$ cat src/rtl/wvcr_pkg.sv
// Shared types and constants of the wide vector cyclic rotator.
`default_nettype none

package wvcr_pkg;

  localparam int WORD_BITS   = 64;
  localparam int INDEX_BITS  = 8;
  localparam int AMOUNT_BITS = 14;
  localparam int ACTION_BITS = 2;
  localparam int CODE_BITS   = 3;

  // Item kinds carried on the input tuser.
  localparam logic [ACTION_BITS-1:0] ACT_WRITE  = 2'd0;
  localparam logic [ACTION_BITS-1:0] ACT_ROTATE = 2'd1;
  localparam logic [ACTION_BITS-1:0] ACT_READ   = 2'd2;

  // Shift code k moves the vector by 2**k bits; the largest code moves a whole word.
  localparam logic [CODE_BITS-1:0] CODE_WORD = 3'd6;

  // Control broadcast from the sequencer to every cell.
  typedef struct packed {
    logic                 move_word;
    logic                 move_bits;
    logic [CODE_BITS-1:0] shift_code;
  } ctl_t;

endpackage

`default_nettype wire

$ cat src/rtl/wvcr_cell.sv
// One storage cell of the rotator ring: holds one word and moves it by word or by bits.
`default_nettype none

module wvcr_cell #(
  parameter int LIVE_BITS = 64
) (
  input  wire logic                           clk,
  input  wire logic                           rst_n,
  input  wire wvcr_pkg::ctl_t                 ctl,
  input  wire logic [wvcr_pkg::WORD_BITS-1:0] word_in,
  input  wire logic [wvcr_pkg::WORD_BITS-1:0] follow,
  output logic      [wvcr_pkg::WORD_BITS-1:0] word_o
);
  import wvcr_pkg::*;

  logic [WORD_BITS-1:0]           word_r;
  logic [WORD_BITS-1:0]           word_nxt;
  logic [LIVE_BITS+WORD_BITS-1:0] window;
  logic [LIVE_BITS+WORD_BITS-1:0] shifted;
  logic [CODE_BITS+3:0]           shift_amt;

  // The window is this cell's live bits with the next word of the cyclic vector on top.
  assign window    = {follow, word_r[LIVE_BITS-1:0]};
  assign shift_amt = (CODE_BITS+4)'(1) << ctl.shift_code;
  assign shifted   = window >> shift_amt;

  always_comb begin
    word_nxt = word_r;
    if (ctl.move_word) begin
      word_nxt = word_in;
    end else if (ctl.move_bits) begin
      word_nxt = WORD_BITS'(shifted[LIVE_BITS-1:0]);
    end
  end

  always_ff @(posedge clk) begin
    if (!rst_n) begin
      word_r <= '0;
    end else begin
      word_r <= word_nxt;
    end
  end

  assign word_o = word_r;

endmodule

`default_nettype wire

$ cat config.mk
export PLATFORM = sky130hd
export DESIGN_NAME = wvcr_cell
export DESIGN_NICKNAME = d
export VERILOG_FILES = /design/src/rtl/wvcr_pkg.sv /design/src/rtl/wvcr_cell.sv
export SDC_FILE = /design/constraint.sdc
export NUM_CORES = 1
export LEC_CHECK = 0
export BUFFER_PORTS_ARGS = -buffer_cell sky130_fd_sc_hd__buf_2
export CELL_PAD_IN_SITES_DETAIL_PLACEMENT = 1
export CELL_PAD_IN_SITES_GLOBAL_PLACEMENT = 2
export CORE_MARGIN = 2
export CORE_UTILIZATION = 27
export CTS_BUF_LIST = sky130_fd_sc_hd__clkbuf_8
export DETAILED_ROUTE_END_ITERATION = 16
export GPL_TIMING_DRIVEN = 0
export MAX_ROUTING_LAYER = met4
export PLACE_DENSITY = 0.77
export SLEW_MARGIN = 30
export SYNTH_ARGS = -nofsm -noshare
export SYNTH_HDL_FRONTEND = slang
export SYNTH_SLANG_ARGS = --single-unit
$ cat constraint.sdc
create_clock -name clk -period 1.5 [get_ports clk]
set_input_delay 0.225 -clock clk [delete_from_list [all_inputs] [get_ports clk]]
set_output_delay 0.225 -clock clk [all_outputs]
set_load 0.01 [all_outputs]
# Yosys cells after proc, flatten, opt, wreduce, memory -nomap -nowiden
# Cells that the tools add are included.
# totals
out_inout_bits,64
regBits,64
in_bits,135
# classes
mux,2
shifts,2
n_reduce_logical,1
# ops
operator,count
$mux 64,2
$shr 128x7->64,1
$shl 1x3->7 const A,1
$reduce_bool 2->1,1

# Longest topological paths before layout
# logic_depth
word_depth,4
depth_mapped,9

# Least setup slack after synthesis
# Ideal clock, no wire load.
# synth_path
kind,input-to-reg
start,input ctl[2] (netlist bit)
end,register word_r[46] (netlist: word_o[46])
arrival_time_ns,1.412
path_buffers,3
setup_ns,0.123
slack_ns,-0.036
required_ns,1.377
stages,8
cell_sequence,buf_4 -> buf_4 -> buf_6 -> mux2_2 -> o22ai_1 -> nand2_1 -> a221oi_1 -> nor3_1
# synth_between
elab_chain_len,4
# synth_rtl
item,line,source
start: declaration,wvcr_cell.sv:9,"input wire wvcr_pkg::ctl_t ctl,"
$shl 1x3->7,wvcr_cell.sv:24,assign shift_amt = (CODE_BITS+4)'(1) << ctl.shift_code;
$shr 128x7->64,wvcr_cell.sv:25,assign shifted = window >> shift_amt;
$mux 64,wvcr_cell.sv:31,end else if (ctl.move_bits) begin
$mux 64,wvcr_cell.sv:29,if (ctl.move_word) begin
end signal: assignment,wvcr_cell.sv:40,word_r <= word_nxt;
end: declaration,wvcr_cell.sv:16,logic [WORD_BITS-1:0] word_r;
# Every way passes these cells. The select of a mux whose other input is x is not followed.
# A chain may end at the register's enable or synchronous reset.

# Worst setup path after layout
# layout_path
start,register word_r[46] (netlist: word_o[46])
end,register word_r[38] (netlist: word_o[38])
# layout_between
elab_chain_len,3
# layout_rtl
item,line
$shr 128x7->64,wvcr_cell.sv:25
$mux 64,wvcr_cell.sv:31
$mux 64,wvcr_cell.sv:29
# Every way passes these cells. The select of a mux whose other input is x is not followed.

==> run metrics <==
met3 layer usage reported by global route 15.1%; total power 7.91 mW; busiest layer in global routing met2; Worst Reg-to-Reg Cells 5; Critical Path Sink Type register; Critical Path, Cell by Cell mux4_2 -> nand2_1 -> o21a_1 -> a221oi_1 -> o21a_1; number of flip-flops in the largest register 64; run status finished with violations; fraction of synthesis flops using an asynchronous set or reset pin 0%; GR Util All Layers 49.9%; met2 Resource Use GR 70.1%; placement row count 60; total vias in the final route 11400; DIE AREA 0.0285 mm²; number of stages on the worst hold path 3; share of the synthesized area in the top cell type 17.5%; register clock-pin slew on the reported worst setup and hold paths 0.11 ns; CTS tree built; class of the tightest hold or removal check in2reg; Data arrival, critical path 2.16 ns; signed area change from the synthesized netlist to the final layout 40.8%; netlist area before placement 0.00734 mm²; antenna violations before repair 2; post-place instance area 0.00875 mm²; chip height 169 µm; I/O pin total 199; total negative setup slack -1.35 ns; Primary FF master, synth sky130_fd_sc_hd__dfxtp_1; Clock Latency Late Sink 0.41 ns; number of buffers between clock root and the deepest sink 2; headroom to the max-slew limit 27.9%; biggest cell delay along the critical path 0.65 ns; maximum VDD drop 0.000370 V; first-pass detailed-route iteration total 7; nets in the synthesized netlist 1148; Final Hold Fails 0; startpoint type of the worst setup path register; top fanout value on the critical path 9; critical path class reg2reg; Iteration-0 DRC Markers 1752; Slew Viols, Final 0; proportion of layout cells with a drive suffix above 1 42.3%; Routed WL 70900 µm; pin slew with the least headroom to its limit 1.08 ns; average via count per standard cell 7.10; H-Tree Level Count 3; synthesized netlist cell count 1013; final period utilization 121%; min Tclk post-route 1.82 ns; number of global-route vias before repair 11200; skew final 0.0256 ns; routability congestion estimate from global placement 1.07; starting utilization of the core area 27.4%; total of buffers placed on input and output ports 195; PwrDens 766 mW/mm²; synthesized flop and latch total 64; Post-DP HPWL 49600 µm; DRC errors left 0; CTS Sinks 64; Setup-failing EPs final 21; RSZ-0062 raised after global routing yes; final core utilization 38.6%; WP data required 1.84 ns; Max Clock Freq 550 MHz; total number of nets in the final design 1386; violated checks setup timing; routed wire length per instance 44.3 µm; count of synthesis-stage warnings from yosys 0; Synth area leaders sky130_fd_sc_hd__dfxtp_1, sky130_fd_sc_hd__a21oi_1, sky130_fd_sc_hd__o21ai_0; gr ovfl total 0; Antenna Nets Post-Route 0; cell with the most instances on the worst path sky130_fd_sc_hd__o21a_1; global-route wire length before repair 94100 µm; floorplan core area 0.0268 mm²; pin count of the biggest net entering global routing 11; library cell with the largest summed area after synthesis sky130_fd_sc_hd__dfxtp_1; number of enable-type register cells in the synthesized netlist 0; worst reg-to-reg setup slack -0.32 ns; max-cap check violation count 0; die span in x 169 µm; post-route standard cell area excluding fillers 0.0103 mm²; met1 usage in global routing 61.3%; post-synth cell types 73; Slowest-stage cell, CP sky130_fd_sc_hd__dfxtp_2; clock buffers created by TritonCTS 9; total leakage power 4.26 nW; clock root cell sky130_fd_sc_hd__clkbuf_8; average footprint of a synthesized cell 7.24 µm²; fill count 3304; Place WS -1.19 ns; final setup margin -0.319 ns; Seq/Total Area, Yosys 17.5%
-- report_power, final --
part	internal (mW)	switching, mW
Clock	1.01	0.950
Sequential	1.85	0.525
Combinational	1.34	2.23
-- layer usage --
metal | vias to the layer above | share of wire, %
met5 | - | 0
met4 | 0 | 8.2
met3 | 343 | 13
met2 | 1107 | 41
met1 | 5509 | 38
li1 | 4405 | -
-- area by class of cell --
cell class	instances	area (µm²)	share of cell area (%)
multi-input combinational	807	5710	55.3
sequential	64	1390	13.5
timing repair buffer	234	1330	12.8
buffer	121	1190	11.5
tap	341	427	4.13
clock buffer	11	151	1.47
clock inverter	4	68.8	0.666
inverter	14	55.1	0.533
antenna	4	10.0	0.0969
-- through the flow --
stage          instances  hold slack, ns
2_1_floorplan       1013           0.366
3_3_place_gp        1549           0.463
3_5_place_dp        1549           0.463
6_report            1600          0.0452
4_1_cts             1577          0.0424
5_1_grt             1597          0.0693
-- synth_stat cells, types with 14 or more instances --
cell and count:
sky130_fd_sc_hd__a21oi_1 107, sky130_fd_sc_hd__o21ai_0 95, sky130_fd_sc_hd__nand2_1 79, sky130_fd_sc_hd__nor2_1 75
sky130_fd_sc_hd__dfxtp_1 64, sky130_fd_sc_hd__clkbuf_1 48, sky130_fd_sc_hd__o22ai_1 41, sky130_fd_sc_hd__buf_2 40
sky130_fd_sc_hd__mux2i_1 35, sky130_fd_sc_hd__mux2_2 32, sky130_fd_sc_hd__nor3_1 31, sky130_fd_sc_hd__o221ai_1 30
sky130_fd_sc_hd__a211oi_1 22, sky130_fd_sc_hd__and3_1 19, sky130_fd_sc_hd__o211ai_1 19, sky130_fd_sc_hd__buf_4 18
sky130_fd_sc_hd__buf_6 17, sky130_fd_sc_hd__nand3_1 16, sky130_fd_sc_hd__a221oi_1 15, sky130_fd_sc_hd__a22oi_1 15
sky130_fd_sc_hd__a221o_1 14, sky130_fd_sc_hd__nor2b_1 14
-- repair_timing --
| action | in CTS | in global routing |
|---|---|---|
| hold buffers | 0 | 0 |
| pin swaps | 17 | 25 |
| resized for setup | 254 | 101 |
| gates cloned | 1 | 0 |
| setup buffers | 18 | 19 |
| endpoints found under the setup margin | 88 | 54 |
-- worst max-delay path, delay by kind of cell (launching register included) --
family | cells | cell delay, ns
AOI/OAI and AO/OA | 3 | 0.66
DFF | 1 | 0.65
muxes | 1 | 0.37
and+or+nand+nor | 1 | 0.07
-- path summary, 6_finish.rpt --
check	to	start
hold / removal	word_o[23]	word_in[23]
hold reg to reg	word_o[0]	word_o[0]
setup reg to reg	word_o[38]	word_o[46]
setup / recovery	word_o[38]	word_o[46]
-- cells by family after synthesis --
family | after synthesis | synth area share (%)
AOI/OAI and AO/OA | 453 | 41.5
buffers and inverters | 142 | 10.8
DFF | 64 | 17.5
muxes | 75 | 12.1
and+or+nand+nor | 279 | 18.1
-- layout by cell type, fill, tap and decap left out, types with 15 or more instances in the layout --
cell / count
sky130_fd_sc_hd__a211oi_1: 17
sky130_fd_sc_hd__a21oi_1: 101
sky130_fd_sc_hd__and3_1: 19
sky130_fd_sc_hd__buf_2: 202
sky130_fd_sc_hd__buf_4: 52
sky130_fd_sc_hd__buf_6: 34
sky130_fd_sc_hd__clkbuf_2: 18
sky130_fd_sc_hd__clkbuf_8: 15
sky130_fd_sc_hd__dfxtp_2: 31
sky130_fd_sc_hd__dfxtp_4: 19
sky130_fd_sc_hd__mux2_2: 28
sky130_fd_sc_hd__mux2i_1: 32
sky130_fd_sc_hd__nand2_1: 76
sky130_fd_sc_hd__nand3_1: 16
sky130_fd_sc_hd__nor2_1: 69
sky130_fd_sc_hd__nor3_1: 29
sky130_fd_sc_hd__o211ai_1: 19
sky130_fd_sc_hd__o21ai_0: 78
sky130_fd_sc_hd__o21ai_1: 15
sky130_fd_sc_hd__o221ai_1: 25
sky130_fd_sc_hd__o22ai_1: 38
Power figures use the tool's default switching activity.
